[src/rtl/core/wbss_pkg.sv]
package wbss_pkg;

   localparam int MAX_SIGNATURE = 32;
   localparam int OFFSET_BITS   = 32;
   localparam int ADDR_BITS     = 48;
   localparam int LEN_BITS      = $clog2(MAX_SIGNATURE + 1);
   localparam int IDX_BITS      = (MAX_SIGNATURE > 1) ? $clog2(MAX_SIGNATURE) : 1;
   localparam int CSR_DATA_BITS = 64;
   localparam int CSR_ADDR_BITS = 6;
   localparam int CSR_IDX_BITS  = 3;
   localparam int SIG_WORDS     = 4;

   typedef enum logic [CSR_IDX_BITS-1:0] {
      REG_SIG_0_7   = 3'd0,
      REG_SIG_8_15  = 3'd1,
      REG_SIG_16_23 = 3'd2,
      REG_SIG_24_31 = 3'd3,
      REG_WILDCARD  = 3'd4,
      REG_LENGTH    = 3'd5,
      REG_BASE      = 3'd6
   } reg_index_type;

   typedef struct packed {
      logic clear;
      logic shift;
   } cell_ctrl_type;

   typedef struct packed {
      logic                 found;
      logic [ADDR_BITS-1:0] match_address;
   } result_type;

endpackage

[src/rtl/core/wbss_cell.sv]
module wbss_cell (
   input  logic                   clock,
   input  logic                   reset,
   input  wbss_pkg::cell_ctrl_type ctrl,
   input  logic                   prev_hit,
   input  logic [7:0]             data_byte,
   input  logic [7:0]             pattern_byte,
   input  logic                   wild,
   output logic                   hit_ff,
   output logic                   hit_in
);

   // prefix of the signature up to this position ends on the incoming byte
   assign hit_in = prev_hit && (wild || (data_byte == pattern_byte));

   always_ff @(posedge clock) begin
      if (reset || ctrl.clear) begin
         hit_ff <= 1'b0;
      end else if (ctrl.shift) begin
         hit_ff <= hit_in;
      end
   end

endmodule

[src/rtl/core/wbss_skid.sv]
module wbss_skid (
   input  logic                 clock,
   input  logic                 reset,
   input  logic                 push,
   input  wbss_pkg::result_type push_data,
   output logic                 can_accept,
   output logic                 out_valid,
   input  logic                 out_ready,
   output wbss_pkg::result_type out_data
);

   logic                 out_valid_ff;
   logic                 skid_valid_ff;
   wbss_pkg::result_type out_ff;
   wbss_pkg::result_type skid_ff;
   logic                 load_out;

   assign load_out   = !out_valid_ff || out_ready;
   assign can_accept = !skid_valid_ff;
   assign out_valid  = out_valid_ff;
   assign out_data   = out_ff;

   always_ff @(posedge clock) begin
      if (reset) begin
         out_valid_ff  <= 1'b0;
         skid_valid_ff <= 1'b0;
      end else if (load_out) begin
         if (skid_valid_ff) begin
            out_valid_ff  <= 1'b1;
            skid_valid_ff <= push;
         end else begin
            out_valid_ff  <= push;
         end
      end else if (push) begin
         skid_valid_ff <= 1'b1;
      end
   end

   always_ff @(posedge clock) begin
      if (load_out) begin
         if (skid_valid_ff) begin
            out_ff  <= skid_ff;
            skid_ff <= push_data;
         end else begin
            out_ff  <= push_data;
         end
      end else if (push) begin
         skid_ff <= push_data;
      end
   end

endmodule

[src/rtl/core/wildcard_byte_signature_scan.sv]
// Scans a byte stream (one byte per req beat, tlast on the final byte of an image) for the
// first offset where a signature of up to 32 bytes matches, wildcard positions matching any
// byte. It takes one byte per cycle while the output buffer has room: a row of 32 cells, one
// per signature position, each holding whether the signature prefix ending there has matched
// so far and passing it to its neighbor on each scanned byte. A result (found in tuser, base
// address plus offset in tdata) is queued on the deciding byte; a no-match result is sent on the
// tlast beat. After a match, bytes are dropped until tlast. A two-entry output buffer keeps
// input flowing while a result waits. Program the CSRs (64-bit, register i at byte 8*i) only
// while idle. The offset counter saturates at 2^32-1; bytes past that are never matched.
module wildcard_byte_signature_scan (
   input  logic                                 clock,
   input  logic                                 reset,
   input  logic                                 req_tvalid,
   output logic                                 req_tready,
   input  logic [7:0]                           req_tdata,   // [7:0] data_byte
   input  logic                                 req_tlast,   // end_of_image
   output logic                                 rsp_tvalid,
   input  logic                                 rsp_tready,
   output logic [wbss_pkg::ADDR_BITS-1:0]       rsp_tdata,   // [47:0] match_address
   output logic                                 rsp_tuser,   // [0] found
   input  logic                                 csr_psel,
   input  logic                                 csr_penable,
   input  logic                                 csr_pwrite,
   input  logic [wbss_pkg::CSR_ADDR_BITS-1:0]   csr_paddr,
   input  logic [wbss_pkg::CSR_DATA_BITS-1:0]   csr_pwdata,
   output logic [wbss_pkg::CSR_DATA_BITS-1:0]   csr_prdata,
   output logic                                 csr_pready
);

   logic [wbss_pkg::CSR_DATA_BITS-1:0] sig_ff [wbss_pkg::SIG_WORDS];
   logic [wbss_pkg::MAX_SIGNATURE-1:0] wild_ff;
   logic [wbss_pkg::LEN_BITS-1:0]      length_ff;
   logic [wbss_pkg::ADDR_BITS-1:0]     base_ff;

   logic [wbss_pkg::OFFSET_BITS-1:0]   bytes_seen_ff;
   logic [wbss_pkg::OFFSET_BITS-1:0]   bytes_seen_in;
   logic                               reported_ff;

   wbss_pkg::reg_index_type            csr_index;
   logic                               csr_write;

   logic [wbss_pkg::LEN_BITS-1:0]      len_eff;
   logic [wbss_pkg::IDX_BITS-1:0]      last_idx;
   logic [wbss_pkg::MAX_SIGNATURE-1:0] hit_reg;
   logic [wbss_pkg::MAX_SIGNATURE-1:0] hit_next;
   logic [8*wbss_pkg::CSR_DATA_BITS/2-1:0] sig_flat;

   logic                               accept;
   logic                               active;
   logic                               counted;
   logic                               match;
   logic                               emit;
   logic [wbss_pkg::OFFSET_BITS-1:0]   offset;
   wbss_pkg::cell_ctrl_type            cell_ctrl;
   wbss_pkg::result_type               result;
   wbss_pkg::result_type               rsp_data;
   logic                               can_accept;

   // CSR port
   assign csr_pready = 1'b1;
   assign csr_index  = wbss_pkg::reg_index_type'(csr_paddr[wbss_pkg::CSR_ADDR_BITS-1 -: 3]);
   assign csr_write  = csr_psel && csr_penable && csr_pwrite && csr_pready;

   always_ff @(posedge clock) begin
      if (reset) begin
         for (int i = 0; i < wbss_pkg::SIG_WORDS; i++) begin
            sig_ff[i] <= '0;
         end
         wild_ff   <= '0;
         length_ff <= wbss_pkg::LEN_BITS'(1);
         base_ff   <= '0;
      end else if (csr_write) begin
         unique case (csr_index)
            wbss_pkg::REG_SIG_0_7:   sig_ff[0] <= csr_pwdata;
            wbss_pkg::REG_SIG_8_15:  sig_ff[1] <= csr_pwdata;
            wbss_pkg::REG_SIG_16_23: sig_ff[2] <= csr_pwdata;
            wbss_pkg::REG_SIG_24_31: sig_ff[3] <= csr_pwdata;
            wbss_pkg::REG_WILDCARD:  wild_ff   <= csr_pwdata[wbss_pkg::MAX_SIGNATURE-1:0];
            wbss_pkg::REG_LENGTH:    length_ff <= csr_pwdata[wbss_pkg::LEN_BITS-1:0];
            wbss_pkg::REG_BASE:      base_ff   <= csr_pwdata[wbss_pkg::ADDR_BITS-1:0];
            default: ;
         endcase
      end
   end

   always_comb begin
      unique case (csr_index)
         wbss_pkg::REG_SIG_0_7:   csr_prdata = sig_ff[0];
         wbss_pkg::REG_SIG_8_15:  csr_prdata = sig_ff[1];
         wbss_pkg::REG_SIG_16_23: csr_prdata = sig_ff[2];
         wbss_pkg::REG_SIG_24_31: csr_prdata = sig_ff[3];
         wbss_pkg::REG_WILDCARD:  csr_prdata = wbss_pkg::CSR_DATA_BITS'(wild_ff);
         wbss_pkg::REG_LENGTH:    csr_prdata = wbss_pkg::CSR_DATA_BITS'(length_ff);
         wbss_pkg::REG_BASE:      csr_prdata = wbss_pkg::CSR_DATA_BITS'(base_ff);
         default:                 csr_prdata = '0;
      endcase
   end

   assign sig_flat = {sig_ff[3], sig_ff[2], sig_ff[1], sig_ff[0]};

   // length clamped to 1..MAX_SIGNATURE
   always_comb begin
      if (length_ff == '0) begin
         len_eff = wbss_pkg::LEN_BITS'(1);
      end else if (length_ff > wbss_pkg::LEN_BITS'(wbss_pkg::MAX_SIGNATURE)) begin
         len_eff = wbss_pkg::LEN_BITS'(wbss_pkg::MAX_SIGNATURE);
      end else begin
         len_eff = length_ff;
      end
   end
   assign last_idx = wbss_pkg::IDX_BITS'(len_eff - wbss_pkg::LEN_BITS'(1));

   // scan control
   assign req_tready = can_accept;
   assign accept     = req_tvalid && req_tready;
   assign active     = !reported_ff;
   assign counted    = (bytes_seen_ff != '1);
   assign bytes_seen_in = bytes_seen_ff + wbss_pkg::OFFSET_BITS'(1);
   assign match      = active && counted && hit_next[last_idx];
   assign emit       = accept && (match || (active && req_tlast));
   assign offset     = bytes_seen_in - wbss_pkg::OFFSET_BITS'(len_eff);

   assign cell_ctrl.clear = accept && req_tlast;
   assign cell_ctrl.shift = accept && active;

   always_comb begin
      result.found         = match;
      result.match_address = match ? (base_ff + wbss_pkg::ADDR_BITS'(offset)) : '0;
   end

   always_ff @(posedge clock) begin
      if (reset) begin
         bytes_seen_ff <= '0;
         reported_ff   <= 1'b0;
      end else if (accept) begin
         if (req_tlast) begin
            bytes_seen_ff <= '0;
            reported_ff   <= 1'b0;
         end else if (active) begin
            if (counted) begin
               bytes_seen_ff <= bytes_seen_in;
            end
            reported_ff <= match;
         end
      end
   end

   // row of match cells, cell j tracks the signature prefix 0..j
   for (genvar j = 0; j < wbss_pkg::MAX_SIGNATURE; j++) begin : g_cell
      logic prev_hit;
      if (j == 0) begin : g_head
         assign prev_hit = 1'b1;
      end else begin : g_link
         assign prev_hit = hit_reg[j-1];
      end
      wbss_cell u_cell (
         .clock        (clock),
         .reset        (reset),
         .ctrl         (cell_ctrl),
         .prev_hit     (prev_hit),
         .data_byte    (req_tdata),
         .pattern_byte (sig_flat[8*j +: 8]),
         .wild         (wild_ff[j]),
         .hit_ff       (hit_reg[j]),
         .hit_in       (hit_next[j])
      );
   end

   wbss_skid u_skid (
      .clock      (clock),
      .reset      (reset),
      .push       (emit),
      .push_data  (result),
      .can_accept (can_accept),
      .out_valid  (rsp_tvalid),
      .out_ready  (rsp_tready),
      .out_data   (rsp_data)
   );

   assign rsp_tdata = rsp_data.match_address;
   assign rsp_tuser = rsp_data.found;

endmodule

[config.mk]
export PLATFORM = sky130hd
export DESIGN_NAME = wildcard_byte_signature_scan
export DESIGN_NICKNAME = d
export VERILOG_FILES = /design/src/rtl/core/wbss_pkg.sv /design/src/rtl/core/wbss_cell.sv /design/src/rtl/core/wbss_skid.sv /design/src/rtl/core/wildcard_byte_signature_scan.sv
export SDC_FILE = /design/constraint.sdc
export NUM_CORES = 1
export LEC_CHECK = 0
export BUFFER_PORTS_ARGS = -buffer_cell sky130_fd_sc_hd__buf_2
export CAP_MARGIN = 20
export CORE_MARGIN = 5
export CORE_UTILIZATION = 66
export CTS_BUF_LIST = sky130_fd_sc_hd__clkbuf_16
export DETAILED_ROUTE_END_ITERATION = 12
export PLACE_DENSITY = 0.95
export SYNTH_ARGS = -nofsm -noshare
export SYNTH_HDL_FRONTEND = slang
export SYNTH_HIERARCHICAL = 1
export SYNTH_SLANG_ARGS = --single-unit
[constraint.sdc]
create_clock -name clock -period 12.4 [get_ports clock]
set_clock_uncertainty 0.15 [all_clocks]
set_input_delay 2.48 -clock clock [delete_from_list [all_inputs] [get_ports clock]]
set_output_delay 2.48 -clock clock [all_outputs]
set_load 0.005 [all_outputs]
# Yosys cells after proc, flatten, opt, wreduce, memory -nomap -nowiden
# Memory sizes are Yosys's and may differ from the RTL's.
# Index checks and enable logic that the tools add are counted.
[op_classes]
n_eq_ne = 41
n_lt_le_gt_ge = 2
n_addsub = 4
mux = 41
reduce_logical = 87
bitwise_logic = 4
[ops]
columns = ["cell", "count"]
rows = [
  ["case mux 64 bit (7 select lines)", 1],
  ["equality test 8 bit", 32],
  ["two-way mux 64 bit", 4],
  ["two-way mux 49 bit", 4],
  ["two-way mux 32 bit", 3],
  ["adder 48 x 32 -> 48 bit", 1],
  ["two-way mux 48 bit", 1],
  ["logical AND 1 bit", 40],
  ["logical OR 1 bit", 35],
  ["adder 32 x 1 -> 32 bit (second input constant)", 1],
  ["!= test 32 bit (second input constant)", 1],
  ["subtractor 32 x 6 -> 32 bit", 1],
  ["two-way mux 1 bit", 25],
  ["two-way mux 6 bit", 2],
  ["equality test 3 bit (second input constant)", 3],
  ["AND reduction 2 bit", 4],
  ["equality test 3 x 2 -> 1 bit (second input constant)", 2],
  ["> comparator 6 bit (second input constant)", 1],
  ["logical NOT 6 bit", 1],
  ["less-than comparator 5 x 6 -> 1 bit (second input constant)", 1],
  ["binary-select mux 1 bit (select 5 bit)", 1],
  ["subtractor 5 x 1 -> 5 bit (second input constant)", 1],
  ["bitwise OR 1 bit", 4],
  ["nonzero test 2 bit", 2],
  ["6 further kinds", 8],
]
[word_totals]
mem_bits_rw = 256
reg_bits = 250
input_bits = 86
n_memories = 1
out_inout_bits = 116
[mem_list]
columns = ["name", "depth", "word_bits", "rd", "rd_clocked_by_memory_dff", "wr", "line_no", "source"]
rows = [
  ["sig_ff", 4, 64, 4, 0, 4, "wildcard_byte_signature_scan.sv:30", "logic [wbss_pkg::CSR_DATA_BITS-1:0] sig_ff [wbss_pkg::SIG_WORDS];"],
]

# Longest topological paths before layout
# Gate-level depths: netlist of the first run.
[depth]
depth_word = 11
mapped_depth = 26
ltp_nobuf = 24

# Cells and area by module
# The synthesis of the first run kept the hierarchy.
[modules_own_cells]
columns = ["module", "area_per_inst_um2", "instances", "cells_each"]
rows = [
  ["wildcard_byte_signature_scan", 20353.3, 1, 2039],
  ["wbss_cell", 145.1, 32, 18],
  ["wbss_skid", 3865.0, 1, 165],
]

# Worst setup path after synthesis of the first run
# Ideal clock, no wire load.
[synth_timing]
path_type = "input to register"
start = "input port rsp_tready"
end = "register u_skid/skid_ff[0] (netlist bit), enable pin"
required_time_ns = 11.727
setup_slack_ns = 5.582
path_buffers = 0
arrival_time_ns = 6.145
stages = 2
path_cell_list = "and2b_1 o21ai_0"
[synth_between]
elab_chain_cells = 3
[synth_lines]
columns = ["item", "line_no", "source"]
rows = [
  ["start, declared", "wildcard_byte_signature_scan.sv:18", "input logic rsp_tready,"],
  ["logical OR 1 bit (*)", "wbss_skid.sv:18", "assign load_out = !out_valid_ff || out_ready;"],
  ["!= test 2 x 1 -> 1 bit (no source line) or nonzero test 2 bit (tied branches)", "-", ""],
  ["AND reduction 2 bit (no source line) (*)", "-", ""],
  ["end signal, assigned", "wbss_skid.sv:43", "skid_ff <= push_data;"],
  ["end signal, assigned", "wbss_skid.sv:48", "skid_ff <= push_data;"],
  ["end, declared", "wbss_skid.sv:15", "wbss_pkg::result_type skid_ff;"],
]
# Mark *: on every way between the ends. The rest lies on a longest branch, timed or not.
# A chain may end at the register's enable or synchronous reset.

# Worst setup path after layout of the first run
[layout_timing]
start = "input port csr_paddr[5] (netlist bit)"
end = "output port csr_prdata[1] (netlist bit)"
[layout_between]
elab_chain_cells = 2
[layout_lines]
columns = ["item", "line_no", "source"]
rows = [
  ["start, declared", "wildcard_byte_signature_scan.sv:24", "input logic [wbss_pkg::CSR_ADDR_BITS-1:0] csr_paddr,"],
  ["equality test 3 bit (tied with other cells)", "wildcard_byte_signature_scan.sv:87", "unique case (csr_index)"],
  ["case mux 64 bit (7 select lines) (*)", "wildcard_byte_signature_scan.sv:87", ""],
  ["end, declared", "wildcard_byte_signature_scan.sv:26", "output logic [wbss_pkg::CSR_DATA_BITS-1:0] csr_prdata,"],
]
# Marks and branches as above.

==> reports/metrics.csv, run 1 <==
metric,value,unit
Vias,24174,
# DRC,0,
Die Ht,219,µm
share of cells above drive strength 1,14.6,%
H-tree Lvls,2,
crit-path most repeated cell,buf_2,
core area,43200,µm²
HPWL after DPL,57400,µm
Hold Path Cell Cnt,2,
Fin. Hold Viols,0,
max frequency,127,MHz
total global routing overflow,0,
Final Max Slew Viols,0,
# setup viols final,0,
status,completed,
worst vdd ir,0.123,mV
P_leak,11.9,nW
Cells after DPL,3452,
Period minus WS final,7.85,ns
first-pass GRT wire length,132000,µm
crit path cell chain,buf_2 -> nor2b_1 -> and2_1 -> buf_4 -> a222oi_1 -> o21ai_0 -> buf_2,
final worst-path cycle share,63.3,%
Total Die Area,47900,µm²
I/O Buffers,197,
Power Density,122,nW/µm²
Die W,219,µm
final WL,88000,µm
gpl congestion,1.03,
Layout Utilization,74.3,%
post-route insts no fill,3563,
Crit-path slowest cell,and2_1,
largest net degree at the start of global routing,98,
post-CTS sizing,0,
DRT Pass-1 Iters,9,
FP Rows,76,
Via density,6.78,
Placed Area,30200,µm²
"Req. time, crit path",9.77,ns
total track usage,35.4,%
root buffer cell,clkbuf_16,
total CTS buffers,51,
launch point of the worst reg-to-reg path,length_ff[2],
hold-fix buffer count after cts,0,
hold path start,wild_ff[18],
R2R depth,24,
worst rel slew slack,29.2,%
RSZ-0062 raised after global routing,false,
post-CTS setup buffer count,0,
worst slew pin tran,1.06,ns
CP Class,input port to output pin,
Max Cap Viol,0,
max incr delay on CP,0.60,ns
DRT antenna net count,0,
vias in the first global route,23548,
Ys Warns,6,
Nets,3056,
R2R Path End,u_skid/out_data[32],
Starting Density,66.7,%
# IOs,202,
Worst Setup End Kind,output pin,
clk sinks,506,
Worst Setup Start Kind,input port,
WL/cell,24.7,µm
1st-iter DRT viols,4271,
"Power, Total",0.00392,W
Avg Inst Size Synth,10.4,µm²
clock latency on the worst-skew pair,0.63,ns
hold endpoint,wild_ff[18],
Post-Synthesis Cells,2774,
Sum Neg Setup Slack,0,ns
TritonCTS clock tree,yes,
mapped cell area,28800,µm²
initial antenna violation count,11,
CP max FO,31,
Syn-to-layout area delta,11.3,%
HP Class,flop to flop,
reg2reg setup slack,4.75,ns
fin area,32100,µm²
Worst-path clk slew,0.06,ns
crit path DAT,5.22,ns
Max Buffers Root-to-Sink,3,
## placed cells by master (no fill, tap or decap), types with 6 or more instances in the layout
cell and n:
clkbuf_16 53, a22oi_1 90, mux2_2 11, inv_1 55, xnor2_1 309, or3_1 16
nor3_1 52, ha_1 42, diode_2 9, buf_4 30, mux2_4 46, o211ai_1 8
o21a_1 38, a22o_1 18, mux4_2 19, a21o_1 23, a221o_1 18, nor4_1 10
nand4_1 77, nand3_1 70, clkinv_2 8, mux2i_1 26, a21oi_1 159, buf_2 196
a211oi_1 15, nand3b_1 10, nor2b_1 42, nor2_1 187, dfxtp_1 151, a41o_1 31
o21ai_0 65, edfxtp_1 354, a31oi_1 39, nand2_1 234, and2_1 262, and3_1 15
xor2_1 31, nand2b_1 11, bufinv_16 6, clkinv_1 14
## area by class of cell
cell class	count	area, µm²
inverter	48	180
multi-input combinational	2086	14400
timing repair buffer	233	1340
clock buffer	53	1330
tap	585	732
clock inverter	43	385
fill	2706	11100
sequential	506	13700
antenna	9	22.5
## per-stage QoR
| step | worst slack, ns | hold WS, ns |
|---|---|---|
| floorplan | 5.58 | 0.299 |
| finish | 4.55 | 0.349 |
| global route | 4.50 | 0.377 |
| global placement | 4.79 | 0.319 |
| detailed placement | 4.72 | 0.324 |
| CTS | 4.71 | 0.349 |
## layer usage
layer	global-route usage [%]	wire (µm)	up-vias	share of wire (%)
met2	56.6	40500	1994	46
met3	8.46	11000	451	13
li1	-	-	10397	-
met5	0	21	-	0.024
met4	20.5	5770	4	6.6
met1	44.3	30600	11328	35
## critical path: cells and delay by family
family	cells	cell delay, ns
AOI/OAI and AO/OA	2	0.48
buffers and inverters	3	1.22
and+or+nand+nor	2	1.02
## sequential cells by signal, indices dropped and copies added, names as in the netlist, 6 cells and up
name / cells
wild_ff: 32
bytes_seen_ff: 32
base_ff: 48
sig_ff: 256
u_skid/out_data: 49
u_skid/skid_ff: 49
length_ff: 6
g_cell.u_cell/hit_ff: 31
## how the worst max path moves through the flow
stage | cells past startpoint | end | start
floorplan | 2 | u_skid/skid_ff[0] | rsp_tready
global placement | 7 | csr_prdata[1] | csr_paddr[5]
detailed placement | 7 | csr_prdata[3] | csr_paddr[5]
CTS | 7 | csr_prdata[3] | csr_paddr[5]
global route | 7 | csr_prdata[3] | csr_paddr[5]
finish | 7 | csr_prdata[1] | csr_paddr[5]
## power by group
| part | internal, W | switching (W) |
|---|---|---|
| logic | 0.000163 | 0.000261 |
| clock network | 0.000901 | 0.000686 |
| registers | 0.00186 | 0.0000473 |
| total | 0.00293 | 0.000994 |
No activity file was read; power rests on OpenSTA's default activity.
==> inputs of run 2 (changes only) <==
--- a/config.mk
+++ b/config.mk
@@ -8,10 +8,10 @@
 export BUFFER_PORTS_ARGS = -buffer_cell sky130_fd_sc_hd__buf_2
 export CAP_MARGIN = 20
 export CORE_MARGIN = 5
-export CORE_UTILIZATION = 66
+export CORE_UTILIZATION = 62
 export CTS_BUF_LIST = sky130_fd_sc_hd__clkbuf_16
 export DETAILED_ROUTE_END_ITERATION = 12
-export PLACE_DENSITY = 0.95
+export PLACE_DENSITY = 0.92
 export SYNTH_ARGS = -nofsm -noshare
 export SYNTH_HDL_FRONTEND = slang
 export SYNTH_HIERARCHICAL = 1
==> constraint.sdc (replaced) <==
create_clock -name clock -period 7.46 [get_ports clock]
set_clock_uncertainty 0.15 [all_clocks]
set_input_delay 1.492 -clock clock [delete_from_list [all_inputs] [get_ports clock]]
set_output_delay 1.492 -clock clock [all_outputs]
set_load 0.005 [all_outputs]
==> reports/metrics.csv, run 2 (synthesis results as in run 1) <==
metric,value,unit,change
status,completed,,unchanged
reg2reg setup slack,0.44,ns,was 4.75 ns
"Power, Total",0.00649,W,was 0.00392 W
CP Class,flop to flop,,was input port to output pin
Worst Setup End Kind,flop,,was output pin
WP depth,25,,was 7
R2R depth,25,,was 24
max reg flops,256,,unchanged
H-tree Lvls,2,,unchanged
Setup crit start,length_ff[2],,was csr_paddr[5]
CP max FO,11,,was 31
share of cells above drive strength 1,15.2,%,was 14.6%
vias in the first global route,23285,,"was 23,548"
Hold WS,0.352,ns,was 0.349 ns
Power Density,202,nW/µm²,was 122 nW/µm²
post-route insts no fill,3599,,"was 3,563"
clock latency on the worst-skew pair,0.61,ns,was 0.63 ns
Syn-to-layout area delta,11.6,%,was 11.3%
largest reg by FF count,sig_ff,,unchanged
FP Rows,79,,was 76
post-CTS setup buffer count,0,,unchanged
Period minus WS final,7.02,ns,
gpl congestion,1.01,,was 1.03
Sum Neg Setup Slack,0,ns,unchanged
Crit-path slowest cell,a32oi_1,,was and2_1
hold-fix buffer count after cts,0,,unchanged
CP top delay family,compound AO/OA/AOI/OAI gates,,was buffers and inverters
1st-iter DRT viols,3463,,"was 4,271"
Max Cap Viol,0,,unchanged
R2R Path End,u_skid/out_data[43],,was u_skid/out_data[32]
Worst Setup Start Kind,flop,,was input port
# DRC,0,,unchanged
max frequency,142,MHz,
P_leak,12.0,nW,was 11.9 nW
max incr delay on CP,0.66,ns,was 0.60 ns
root buffer cell,clkbuf_16,,unchanged
Vias,23894,,"was 24,174"
Fin. Hold Viols,0,,unchanged
total global routing overflow,0,,unchanged
crit path DAT,7.24,ns,was 5.22 ns
Starting Density,62.3,%,was 66.7%
Cells after DPL,3486,,"was 3,452"
worst slew pin tran,1.21,ns,was 1.06 ns
Max Buffers Root-to-Sink,3,,unchanged
DRT Pass-1 Iters,6,,was 9
RSZ-0062 raised after global routing,false,,unchanged
Layout Utilization,69.5,%,was 74.3%
total CTS buffers,53,,was 51
largest net degree at the start of global routing,94,,was 98
most frequent cells in the layout,"edfxtp_1, xnor2_1, and2_1",,unchanged
final WL,88000,µm,about the same
worst rel slew slack,19.4,%,was 29.2%
HPWL after DPL,59500,µm,"was 57,400 µm"
Total Die Area,50900,µm²,"was 47,900 µm²"
initial antenna violation count,11,,unchanged
HP Class,flop to flop,,unchanged
DRT antenna net count,0,,unchanged
worst vdd ir,0.204,mV,was 0.123 mV
"Req. time, crit path",7.67,ns,was 9.77 ns
launch point of the worst reg-to-reg path,length_ff[2],,unchanged
WL/cell,24.5,µm,was 24.7 µm
Worst-path clk slew,0.06,ns,about the same
Die W,226,µm,was 219 µm
post-CTS sizing,0,,unchanged
"most common cell after layout, fill and taps aside",edfxtp_1,,unchanged
CP bufs+invs,2,,was 3
# setup viols final,0,,unchanged
first-pass GRT wire length,131000,µm,"was 132,000 µm"
Nets,3069,,"was 3,056"
# IOs,202,,unchanged
clk sinks,506,,unchanged
I/O Buffers,197,,unchanged
Die Ht,226,µm,was 219 µm
Final Max Slew Viols,0,,unchanged
core area,46300,µm²,"was 43,200 µm²"
total track usage,33.0,%,was 35.4%
fill count,3154,,"was 2,706"
final worst-path cycle share,94.2,%,
Via density,6.64,,was 6.78
TritonCTS clock tree,yes,,unchanged
crit path to,u_skid/out_data[43],,was csr_prdata[1]
## run 2: per-layer routing
metal | share of wire, % | global-route usage, % | routed length [µm]
met1 | 35 | 40.7 | 30900
met2 | 47 | 54.2 | 41500
met3 | 12 | 7.85 | 10800
met4 | 5.4 | 17.7 | 4750
met5 | 0.030 | 0 | 26
## run 2: worst min-delay path by stage
stage          cells past startpoint        start     endpoint
6_report                           2  wild_ff[30]  wild_ff[30]
5_1_grt                            2  wild_ff[30]  wild_ff[30]
4_1_cts                            2  wild_ff[30]  wild_ff[30]
3_5_place_dp                       2  wild_ff[30]  wild_ff[30]
3_3_place_gp                       2  wild_ff[31]  wild_ff[31]
2_1_floorplan                      2  wild_ff[31]  wild_ff[31]
## run 2: layout make-up
cell class / instances / area, µm² / share of cell area [%]
diodes: 10 / 25.0 / 0.0778
clock buffers: 56 / 1400 / 4.36
clock inverters: 42 / 293 / 0.910
inverters: 48 / 180 / 0.560
multi-input cells: 2086 / 14400 / 44.9
flip-flops and latches: 506 / 13700 / 42.5
well taps: 607 / 759 / 2.36
repair buffers: 244 / 1400 / 4.34
## run 2: tightest hold or removal path, delay by kind of cell, from the launching register on
| kind | cells | cell delay, ns |
|---|---|---|
| AND/OR/NAND/NOR | 1 | 0.07 |
| AO/OA/AOI/OAI | 1 | 0.06 |
| flip-flops | 1 | 0.33 |
## run 2: power by group
part           switching (W)  internal (W)
clock network        0.00114       0.00146
logic               0.000435      0.000273
registers          0.0000795       0.00310
## run 2: stage by stage
step | worst slack (ns) | cell area (µm²)
4_1_cts | 0.567 | 32100
3_5_place_dp | 0.619 | 30400
2_1_floorplan | 1.47 | 28800
3_3_place_gp | 0.837 | 30400
6_report | 0.436 | 32200
5_1_grt | 0.0434 | 32200
